--- src/hdl/rbm_pkg.sv ---
// ----------------------------------------------------------------------------
// rbm_pkg
// Shared constants and types of the ROM bank mapper: sizes, decoded I/O
// addresses, register indexes, reset values, result action codes and op codes.
// ----------------------------------------------------------------------------
package rbm_pkg;

	// sizes (powers of two)
	localparam int RAM_DEPTH    = 256;
	localparam int WINDOW_BYTES = 16384;
	localparam int BANK_COUNT   = 64;

	localparam int RAM_AW = $clog2(RAM_DEPTH);
	localparam int OFF_W  = $clog2(WINDOW_BYTES);
	localparam int BANK_W = $clog2(BANK_COUNT);

	// field widths
	localparam int ADDR_W   = 16;
	localparam int DATA_W   = 8;
	localparam int ROMBNK_W = 6;
	localparam int ROMOFF_W = 14;

	// decoded I/O1 register addresses
	localparam logic [ADDR_W-1:0] BANK_REG_ADDR = 16'hDE00;
	localparam logic [ADDR_W-1:0] MODE_REG_ADDR = 16'hDE02;

	// configuration register reset values
	localparam logic [ADDR_W-1:0] ROM_LOW_BASE_RST  = 16'h8000;
	localparam logic [ADDR_W-1:0] ROM_HIGH_BASE_RST = 16'hA000;
	localparam logic              INIT_EXROM_RST    = 1'b1;
	localparam logic              INIT_GAME_RST     = 1'b0;

	typedef enum logic [1:0] {
		CFG_ROM_LOW_BASE  = 2'd0,
		CFG_ROM_HIGH_BASE = 2'd1,
		CFG_INIT_EXROM    = 2'd2,
		CFG_INIT_GAME     = 2'd3
	} cfg_idx_t;

	typedef enum logic [1:0] {
		ACT_NONE     = 2'd0,
		ACT_LOW_ROM  = 2'd1,
		ACT_HIGH_ROM = 2'd2,
		ACT_RAM_READ = 2'd3
	} action_t;

	typedef enum logic {
		OP_READ  = 1'b0,
		OP_WRITE = 1'b1
	} op_t;

endpackage

--- src/hdl/rbm_ram.sv ---
// ----------------------------------------------------------------------------
// rbm_ram
// Generic single-port-write, single-port-read RAM with registered read data.
// ----------------------------------------------------------------------------
module rbm_ram #(
	parameter int WIDTH = 8,
	parameter int DEPTH = 256
) (
	input  logic                     clk,
	input  logic                     we,
	input  logic [$clog2(DEPTH)-1:0] waddr,
	input  logic [WIDTH-1:0]         wdata,
	input  logic                     re,
	input  logic [$clog2(DEPTH)-1:0] raddr,
	output logic [WIDTH-1:0]         rdata
);

	logic [WIDTH-1:0] mem_q [DEPTH];

	always_ff @(posedge clk) begin
		if (we) begin
			mem_q[waddr] <= wdata;
		end
		if (re) begin
			rdata <= mem_q[raddr];
		end
	end

endmodule

--- src/hdl/rom_bank_mapper_with_ram_and_mode_top.sv ---
// pipeline: two register stages (decode register, output register) lie
//   between an accepted transaction and its result on the output
// throughput: one transaction per clock; the input stalls only while both
//   stages hold a result and m_tready is low
// reset: arst_n clears bank, mode and handshake state and loads the config
//   registers; RAM contents are not reset, a per-entry valid flag reads them as zero
// ----------------------------------------------------------------------------
// rom_bank_mapper_with_ram_and_mode_top
// Cartridge-port mapper: decodes one host bus access per transaction into a
// ROM fetch (bank and window offset) or a scratch RAM read, and handles the
// bank, mode and RAM writes.
// ----------------------------------------------------------------------------
module rom_bank_mapper_with_ram_and_mode_top (
	input  logic        clk,
	input  logic        arst_n,
	// configuration write port
	input  logic        cfg_wr_en,
	input  logic [1:0]  cfg_index,
	input  logic [15:0] cfg_data,
	// host bus access in
	input  logic        s_tvalid,
	output logic        s_tready,
	input  logic [31:0] s_tdata,  // address[15:0], write_data[23:16], low_rom_select[24],
	                              // high_rom_select[25], io_one_select[26],
	                              // io_two_select[27], zero[31:28]
	input  logic        s_tuser,  // op[0]
	// mapper result out
	output logic        m_tvalid,
	input  logic        m_tready,
	output logic [31:0] m_tdata,  // rom_bank[5:0], rom_offset[19:6], read_data[27:20],
	                              // exrom_level[28], game_level[29], zero[31:30]
	output logic [1:0]  m_tuser   // action[1:0]
);
	import rbm_pkg::*;

	// configuration registers
	logic [ADDR_W-1:0] rom_low_base_q;
	logic [ADDR_W-1:0] rom_high_base_q;
	logic              init_exrom_q;
	logic              init_game_q;

	// mapper state
	logic [BANK_W-1:0] bank_q;
	logic              exrom_line_q;
	logic              game_line_q;
	logic              mode_written_q;
	logic [RAM_DEPTH-1:0] ram_vld_q;

	// stage 1: decoded access, RAM read in flight
	logic                v1_q;
	action_t             action_s1;
	logic [ROMBNK_W-1:0] bank_s1;
	logic [ROMOFF_W-1:0] offset_s1;
	logic                exrom_s1;
	logic                game_s1;
	logic                ram_vld_s1;

	// stage 2: output register
	logic                v2_q;
	action_t             action_s2;
	logic [ROMBNK_W-1:0] bank_s2;
	logic [ROMOFF_W-1:0] offset_s2;
	logic [DATA_W-1:0]   rdata_s2;
	logic                exrom_s2;
	logic                game_s2;

	// unpacked input fields
	op_t               in_op;
	logic [ADDR_W-1:0] in_addr;
	logic [DATA_W-1:0] in_wdata;
	logic              in_low_sel;
	logic              in_high_sel;
	logic              in_io1_sel;
	logic              in_io2_sel;

	logic              accept;
	logic              advance;
	logic              is_read;
	logic              bank_wr;
	logic              mode_wr;
	logic              ram_wr;
	logic [RAM_AW-1:0] ram_idx;
	logic [ADDR_W-1:0] win_diff;
	logic              new_exrom;
	logic              new_game;
	logic              exrom_lvl;
	logic              game_lvl;
	action_t           action_d;
	logic [DATA_W-1:0] ram_dout;

	assign in_op       = op_t'(s_tuser);
	assign in_addr     = s_tdata[15:0];
	assign in_wdata    = s_tdata[23:16];
	assign in_low_sel  = s_tdata[24];
	assign in_high_sel = s_tdata[25];
	assign in_io1_sel  = s_tdata[26];
	assign in_io2_sel  = s_tdata[27];

	// handshake: stage 1 drains into the output register whenever that is
	// free or being emptied, so a new access is taken while a result waits
	assign advance  = !v2_q || m_tready;
	assign s_tready = !v1_q || advance;
	assign accept   = s_tvalid && s_tready;

	// access decode
	assign is_read = (in_op == OP_READ);
	assign bank_wr = !is_read && in_io1_sel && (in_addr == BANK_REG_ADDR);
	assign mode_wr = !is_read && in_io1_sel && (in_addr == MODE_REG_ADDR);
	assign ram_wr  = !is_read && !bank_wr && !mode_wr && in_io2_sel;
	assign ram_idx = in_addr[RAM_AW-1:0];

	always_comb begin
		if (is_read && in_low_sel) begin
			action_d = ACT_LOW_ROM;
		end else if (is_read && in_high_sel) begin
			action_d = ACT_HIGH_ROM;
		end else if (is_read && in_io2_sel) begin
			action_d = ACT_RAM_READ;
		end else begin
			action_d = ACT_NONE;
		end
	end

	// offset inside the selected window, wrapping at 16 bits
	assign win_diff = in_addr - ((action_d == ACT_HIGH_ROM) ? rom_high_base_q : rom_low_base_q);

	// mode byte: exrom low when bit1 set, game high when bit2 set and bit0 clear
	assign new_exrom = !in_wdata[1];
	assign new_game  = in_wdata[2] && !in_wdata[0];

	// line levels after this access; the init registers rule until a mode write
	assign exrom_lvl = mode_wr ? new_exrom : (mode_written_q ? exrom_line_q : init_exrom_q);
	assign game_lvl  = mode_wr ? new_game  : (mode_written_q ? game_line_q  : init_game_q);

	// configuration port
	always_ff @(posedge clk or negedge arst_n) begin
		if (!arst_n) begin
			rom_low_base_q  <= ROM_LOW_BASE_RST;
			rom_high_base_q <= ROM_HIGH_BASE_RST;
			init_exrom_q    <= INIT_EXROM_RST;
			init_game_q     <= INIT_GAME_RST;
		end else if (cfg_wr_en) begin
			case (cfg_idx_t'(cfg_index))
				CFG_ROM_LOW_BASE:  rom_low_base_q  <= cfg_data;
				CFG_ROM_HIGH_BASE: rom_high_base_q <= cfg_data;
				CFG_INIT_EXROM:    init_exrom_q    <= cfg_data[0];
				CFG_INIT_GAME:     init_game_q     <= cfg_data[0];
				default: ;
			endcase
		end
	end

	// bank and mode registers, RAM entry valid flags
	always_ff @(posedge clk or negedge arst_n) begin
		if (!arst_n) begin
			bank_q         <= '0;
			exrom_line_q   <= 1'b0;
			game_line_q    <= 1'b0;
			mode_written_q <= 1'b0;
			ram_vld_q      <= '0;
		end else if (accept) begin
			if (bank_wr) begin
				bank_q <= in_wdata[BANK_W-1:0];
			end
			if (mode_wr) begin
				exrom_line_q   <= new_exrom;
				game_line_q    <= new_game;
				mode_written_q <= 1'b1;
			end
			if (ram_wr) begin
				ram_vld_q[ram_idx] <= 1'b1;
			end
		end
	end

	// scratch RAM: write and read both issued at accept, read data lines up
	// with stage 1
	rbm_ram #(
		.WIDTH (DATA_W),
		.DEPTH (RAM_DEPTH)
	) u_scratch_ram (
		.clk   (clk),
		.we    (accept && ram_wr),
		.waddr (ram_idx),
		.wdata (in_wdata),
		.re    (accept),
		.raddr (ram_idx),
		.rdata (ram_dout)
	);

	// stage 1 and stage 2 valid flags
	always_ff @(posedge clk or negedge arst_n) begin
		if (!arst_n) begin
			v1_q <= 1'b0;
			v2_q <= 1'b0;
		end else begin
			if (accept) begin
				v1_q <= 1'b1;
			end else if (advance) begin
				v1_q <= 1'b0;
			end
			if (advance) begin
				v2_q <= v1_q;
			end
		end
	end

	// stage 1 payload
	always_ff @(posedge clk) begin
		if (accept) begin
			action_s1  <= action_d;
			bank_s1    <= (action_d == ACT_LOW_ROM || action_d == ACT_HIGH_ROM)
				? ROMBNK_W'(bank_q) : '0;
			offset_s1  <= (action_d == ACT_LOW_ROM || action_d == ACT_HIGH_ROM)
				? ROMOFF_W'(win_diff[OFF_W-1:0]) : '0;
			exrom_s1   <= exrom_lvl;
			game_s1    <= game_lvl;
			ram_vld_s1 <= ram_vld_q[ram_idx];
		end
	end

	// stage 2 payload; an unwritten RAM entry reads as zero
	always_ff @(posedge clk) begin
		if (advance && v1_q) begin
			action_s2 <= action_s1;
			bank_s2   <= bank_s1;
			offset_s2 <= offset_s1;
			rdata_s2  <= (action_s1 == ACT_RAM_READ && ram_vld_s1) ? ram_dout : '0;
			exrom_s2  <= exrom_s1;
			game_s2   <= game_s1;
		end
	end

	assign m_tvalid = v2_q;
	assign m_tuser  = action_s2;
	assign m_tdata  = {2'b00, game_s2, exrom_s2, rdata_s2, offset_s2, bank_s2};

`ifndef SYNTHESIS
	// input stalls only when both stages hold a result
	a_stall_full: assert property (@(posedge clk) disable iff (!arst_n)
		!s_tready |-> (v1_q && v2_q))
		else $error("input stalled with a free stage");

	// a bank write lands in the bank register
	a_bank_load: assert property (@(posedge clk) disable iff (!arst_n)
		(accept && bank_wr) |=> (bank_q == $past(in_wdata[BANK_W-1:0])))
		else $error("bank register not loaded");

	// read data only on a RAM read
	a_rdata_zero: assert property (@(posedge clk) disable iff (!arst_n)
		(v2_q && action_s2 != ACT_RAM_READ) |-> (rdata_s2 == '0))
		else $error("read data set outside a RAM read");

	// ROM fields only on a ROM fetch
	a_rom_zero: assert property (@(posedge clk) disable iff (!arst_n)
		(v2_q && action_s2 != ACT_LOW_ROM && action_s2 != ACT_HIGH_ROM)
		|-> (bank_s2 == '0 && offset_s2 == '0))
		else $error("ROM fields set outside a ROM fetch");
`endif

endmodule

--- config.mk ---
export PLATFORM = sky130hd
export DESIGN_NAME = rom_bank_mapper_with_ram_and_mode_top
export DESIGN_NICKNAME = d
export VERILOG_FILES = /design/src/hdl/rbm_pkg.sv /design/src/hdl/rbm_ram.sv /design/src/hdl/rom_bank_mapper_with_ram_and_mode_top.sv
export SDC_FILE = /design/constraint.sdc
export NUM_CORES = 2
export LEC_CHECK = 0
export BUFFER_PORTS_ARGS = -buffer_cell sky130_fd_sc_hd__buf_2
export CORE_MARGIN = 1.5
export CORE_UTILIZATION = 30
export DETAILED_ROUTE_END_ITERATION = 6
export GPL_ROUTABILITY_DRIVEN = 0
export SYNTH_ARGS = -nofsm -noshare
export SYNTH_HDL_FRONTEND = slang
export SYNTH_HIERARCHICAL = 1
export SYNTH_SLANG_ARGS = --single-unit
--- constraint.sdc ---
create_clock -name clk -period 3.8 [get_ports clk]
set_input_delay 0.95 -clock clk [delete_from_list [all_inputs] [get_ports clk]]
set_output_delay 0.95 -clock clk [all_outputs]
set_load 0.005 [all_outputs]
### Yosys cells after proc, flatten, opt, wreduce, memory -nomap -nowiden

Memories as Yosys holds them, arrays and structs flattened. A register that Yosys moved wholly into a read port is not among the register bits.
Cells that the tools add are included.

* register bits after elaboration: 354
* memory bits (writable): 2048
* input bits: 56
* output and inout bits: 36
* logic and storage cells: 86
* memories: 1

Memories
* u_scratch_ram.mem_q: depth 256, width 8, read ports 1, clocked after memory_dff 1, wr ports 1, line rbm_ram.sv:18 `logic [WIDTH-1:0] mem_q [DEPTH];`

* $add $sub $neg: 1
* order comparisons: 2
* equality and inequality tests: 8
* muxes and demuxes: 16
* bitwise logic cells: 2
* reductions and logical operators: 33

Operators by type and width (number)
* 256-bit bitwise OR: 1
* 16-bit == test, second input constant: 2
* 1-bit logical AND: 15
* 14-bit two-way mux: 1
* 2-bit AND reduction: 7
* 14-bit subtractor: 1
* 1-bit two-way mux: 10
* 8-bit by 9-bit less-than comparator with 1-bit output, second input constant: 1
* 1-bit binary-select mux with 8-bit select: 1
* 1-bit demux with 8-bit select: 1
* 2-bit == test, second input constant: 4
* 8-bit by 1-bit >= comparator with 1-bit output, second input constant: 1
* 1-bit logical NOT: 6
* 2-bit two-way mux: 3
* 2-bit by 1-bit == test with 1-bit output, second input constant: 2
* 1-bit logical OR: 3
* 2-bit logical NOT: 1
* 2-bit nonzero test: 1
* 1-bit inverter: 1

### Longest topological paths before layout

* depth in word-level cells: 9
* gate-level depth with buffers: 16
* gate-level depth less buffers: 15

### Modules after synthesis

The synthesis kept the hierarchy.

By module, submodules not included
* rbm_ram: times used 1, cells each 3733, area an instance 79636.4 µm², sequential area each 61739.2 µm²
* rom_bank_mapper_with_ram_and_mode_top: times used 1, cells each 1045, area an instance 15061.9 µm², sequential area each 9146.3 µm²

### Worst setup path before layout

No wires, ideal clock.

* kind: input to register
* from: in s_tdata[27]
* to: reg offset_s1[10], data pin
* setup time: 0.266 ns
* arrival time: 3.842 ns
* data required time: 3.534 ns
* setup slack: -0.308 ns
* stages on the path: 15
* buffers on the path: 2
* path through: nor2b_1 o21bai_1 ha_1 clkbuf_1 buf_1 mux2i_1 fa_1 a21o_1 a21o_1 a21oi_1 o21ai_0 a21oi_1 o21ai_0 xnor2_1 nor2_1

* longest elaborated chain between the ends: 7
* elaborated cells on any way between the ends: 9
* those cells by class: add/sub (1); eq/ne (2); mux (4); reduce/logical (2)

Ends and longest elaborated chain
* start: declaration: line rom_bank_mapper_with_ram_and_mode_top.sv:23 `input logic [31:0] s_tdata,`
* 1-bit logical AND (*): line rom_bank_mapper_with_ram_and_mode_top.sv:117 `end else if (is_read && in_io2_sel) begin`
* 2-bit two-way mux (*): line rom_bank_mapper_with_ram_and_mode_top.sv:117
* 2-bit two-way mux (*): line rom_bank_mapper_with_ram_and_mode_top.sv:115 `end else if (is_read && in_high_sel) begin`
* 2-bit two-way mux (*): line rom_bank_mapper_with_ram_and_mode_top.sv:113 `if (is_read && in_low_sel) begin`
* 2-bit == test: line rom_bank_mapper_with_ram_and_mode_top.sv:125, rom_bank_mapper_with_ram_and_mode_top.sv:214
* 14-bit two-way mux: line rom_bank_mapper_with_ram_and_mode_top.sv:125 `assign win_diff = in_addr - ((action_d == ACT_HIGH_ROM) ? rom_high_base_q : rom_low_base_q);`
* 14-bit subtractor: line rom_bank_mapper_with_ram_and_mode_top.sv:125
* end signal: assignment: line rom_bank_mapper_with_ram_and_mode_top.sv:214 `offset_s1 <= (action_d == ACT_LOW_ROM || action_d == ACT_HIGH_ROM)`
* end: declaration: line rom_bank_mapper_with_ram_and_mode_top.sv:53 `logic [ROMOFF_W-1:0] offset_s1;`

Mark *: on every way between the ends. The rest lies on a longest branch, timed or not.
A chain may end at the register's enable or synchronous reset.

### Worst setup path after layout

* from: in s_tdata[27]
* to: reg offset_s1[9], data pin

Same word-level chain as after synthesis.

==> qor.csv <==
stage;metric;value;unit
floorplanning;Die H;565;µm
synthesis;sequential cell area fraction in the yosys report;0.749;
synthesis;Synth top area share;0.670;
grt;first-pass GRT wire length;350000;µm
layout;area grow syn2layout;16.9;%
pwr;IR drop worst, VDD;449;µV
grt;initial antenna violation count;9;
sta;Layout Skew;0.0451;ns
pwr;NetSw;12.2;mW
worst_setup_path;critical path data arrival time;3.87;ns
sta;Final Cycle Share;0.854;
pwr;Comb power frac;0.059;
worst_setup_path;Crit Path Class;input port to register;
route;drt first pass iters;6;
clock_tree;H-tree depth;4;
route;post-DR wirelength/cell;25.1;µm
floorplanning;total I/O pin count;92;
clock_tree;CTS Buf Count;239;
synthesis;top-count cell post-synth;edfxtp_1;
pwr;P_int;43.8;mW
min_path;worst min-delay path class;input port to async pin;
sta;f_max;308;MHz
pwr;PD cells;506;mW/mm²
worst_setup_path;CP startpoint;s_tdata[27];
clock_tree;Post-CTS Setup Inserts;0;
synthesis;synth top area cells;edfxtp_1, mux4_2, dfrtp_1, a21o_1, mux2i_1;
synthesis;Seq cells post-synth;2410;
pwr;Reg power frac;0.520;
job;Max-Cap Viols;0;
sta;Slew HR;0.216;
sta;fin crit period;3.24;ns
route;initial DRC count;5156;
place;buffers added on ports;83;
sta;RSZ-0062 raised after global routing;no;
sta;Least-Margin Pin Slew;1.17;ns
route;via count;49000;
floorplanning;die area;0.319;mm²
sta;final setup vio count;0;
layout;Fill cells;29100;
worst_setup_path;Critical Path Start Type;input port;
worst_setup_path;crit path capture;offset_s1[9];
sta;Hold Slack;0.109;ns
synthesis;async set or reset register ratio after synthesis;0.123;
clock_tree;clock insertion delay at the later pin of the skew report;0.89;ns
status;status;finished, final reports clean;
route;DRC;0;
route;post-route ant nets;0;
grt;total grt overflow;0;
worst_setup_path;Critical R2R Capture;offset_s1[8];
grt;vias in the first global route;50200;
clock_tree;Worst-path clk slew;0.06;ns
pwr;Switching Share;0.218;
layout;fin util;0.352;
synthesis;Post-synth top cells;edfxtp_1, mux4_2, nor2_1, dfrtp_1, a21o_1;
synthesis;Yosys warnings;6;
synthesis;post-synthesis cell type count;72;
clock_tree;CTS root buf;clkbuf_16;
place;dpl hpwl;152000;µm
synthesis;synthesized area;0.0947;mm²
layout;share of cells above drive strength 1;0.267;
worst_setup_path;required time of the critical path;4.43;ns
synthesis;post-synth top area cell;edfxtp_1;
sta;Max Slew Vio Count;0;
floorplanning;Cell Rows;206;
worst_setup_path;Worst R2R Setup Slack;1.08;ns
layout;Layout Nets;5292;
clock_tree;CTS max path bufs;3;
synthesis;Post-synth top flop;edfxtp_1;
worst_setup_path;worst-path fanout max;3;
synthesis;Cells after Synth;4778;
pwr;Power Total;56.0;mW
grt;pin count of the biggest net entering global routing;127;
pwr;P_leak;38.5;nW
route;via density per instance;5.11;
floorplanning;Std-Cell Core Area;0.314;mm²
synthesis;EDFF count, synth;2113;
route;DRT Wirelength;240000;µm
worst_setup_path;R2R depth;12;
synthesis;Mapped Avg Cell Area;19.8;µm²
floorplanning;starting density of the core;0.301;
clock_tree;clock sink count;2410;
clock_tree;CTS tree;yes;
worst_setup_path;worst flop-to-flop path startpoint;rom_low_base_q[0];
floorplanning;die width;565;µm
worst_setup_path;Crit. End Element;register;
sta;Final Hold Viols;0;
pwr;clock power share;0.420;
clock_tree;Resized Gates After CTS;0;
grt;GRT Resource Usage Total;0.149;
clock_tree;# hold bufs at CTS;0;
-- state kept, by name, indices dropped and copies added (netlist names), 2 cells and up --
register and count:
ram_vld_q 256, m_tuser 2, offset_s1 14, bank_s2 6, bank_q 6, rdata_s2 8, u_scratch_ram/mem_q 2048, action_s1 2
rom_high_base_q 14, bank_s1 6, u_scratch_ram/rdata 8, rom_low_base_q 14, offset_s2 14
-- layout make-up --
type	instances	area, µm²	share of cell area
Inverter	12	45.0	0.000407
Multi-Input combinational cell	2053	22000	0.199
Tap cell	4160	5200	0.0470
Antenna cell	6	15.0	0.000136
Timing Repair Buffer	505	4650	0.0420
Clock buffer	280	6220	0.0562
Sequential cell	2410	70900	0.640
Clock inverter	157	1650	0.0149
-- per-stage QoR --
stage	setup WS (ns)	cells	instance area, µm²	setup TNS (ns)
final	0.556	9583	111000	0
after global routing	0.310	9582	111000	0
after floorplan	0.0709	4779	94700	0
after detailed placement	-0.222	9140	103000	-1.96
after global placement	-0.323	9140	103000	-2.89
after CTS	0.661	9577	111000	0
-- logic make-up after synthesis --
kind of cell | count (synthesis) | share of synthesized area
buf+inv | 316 | 0.0196
fa+ha+maj | 15 | 0.00206
flops | 2410 | 0.749
other cells | 1 | 0.0000396
mux | 709 | 0.144
simple gates | 597 | 0.0291
compound gates | 718 | 0.0553
xor+xnor | 12 | 0.00111
-- how the worst min path moves through the flow --
stage	startpoint	to	slack, ns	cells after the start
3_5_place_dp	offset_s1[4]	offset_s2[4]	0.41	0
6_report	arst_n	ram_vld_q[225]	0.11	1
3_3_place_gp	offset_s1[1]	offset_s2[1]	0.40	0
4_1_cts	arst_n	ram_vld_q[211]	0.06	1
5_1_grt	arst_n	ram_vld_q[196]	0.11	1
2_1_floorplan	bank_s1[0]	bank_s2[0]	0.40	0
-- worst max-delay path, stage by stage --
cell      delay (ns)
buf_2           0.11
nor2b_1         0.13
o21bai_1        0.18
ha_1            0.24
buf_4           0.14
mux2i_1         0.24
ha_1            0.26
nor2b_1         0.13
o21ai_0         0.30
a21boi_0        0.26
nor4b_1         0.33
o21bai_1        0.16
a21oi_1         0.21
xor2_1          0.16
nor2_1          0.05
-- power groups by stage --
stage | Combinational, mW | Sequential [mW] | Clock [mW]
after floorplan | 1.72 | 29.7 | 0
after global placement | 3.30 | 29.7 | 0
after detailed placement | 3.35 | 29.7 | 0
after CTS | 3.36 | 29.2 | 24.0
after global routing | 3.54 | 29.2 | 25.0
final | 3.33 | 29.2 | 23.5
-- per-layer routing --
layer  wire [µm]  GRT usage  vias up
met4        7620     0.0527        0
met3       15900     0.0249      388
met2      116000      0.240     1757
li1            -          -    20500
met5           0          0        -
met1      101000      0.202    26400
-- cells in the final DEF (no fill, tap or decap), types with 17 or more instances in the layout --
master / instances
clkinv_1: 61
a21o_1: 259
o221ai_1: 47
buf_12: 76
buf_2: 69
dfrtp_1: 295
nand2b_1: 19
nand2_1: 50
bufinv_16: 26
buf_4: 349
clkinv_2: 44
o22ai_1: 30
nand3_1: 36
a21oi_1: 115
nor2b_1: 41
nor4_1: 24
nor3_1: 29
mux2i_1: 149
a211oi_1: 17
mux2_2: 40
edfxtp_1: 2113
clkbuf_16: 241
mux4_2: 518
nor2_1: 324
clkbuf_1: 35
a22oi_1: 149
o21ai_0: 19
No activity file was read; power rests on OpenSTA's default activity.
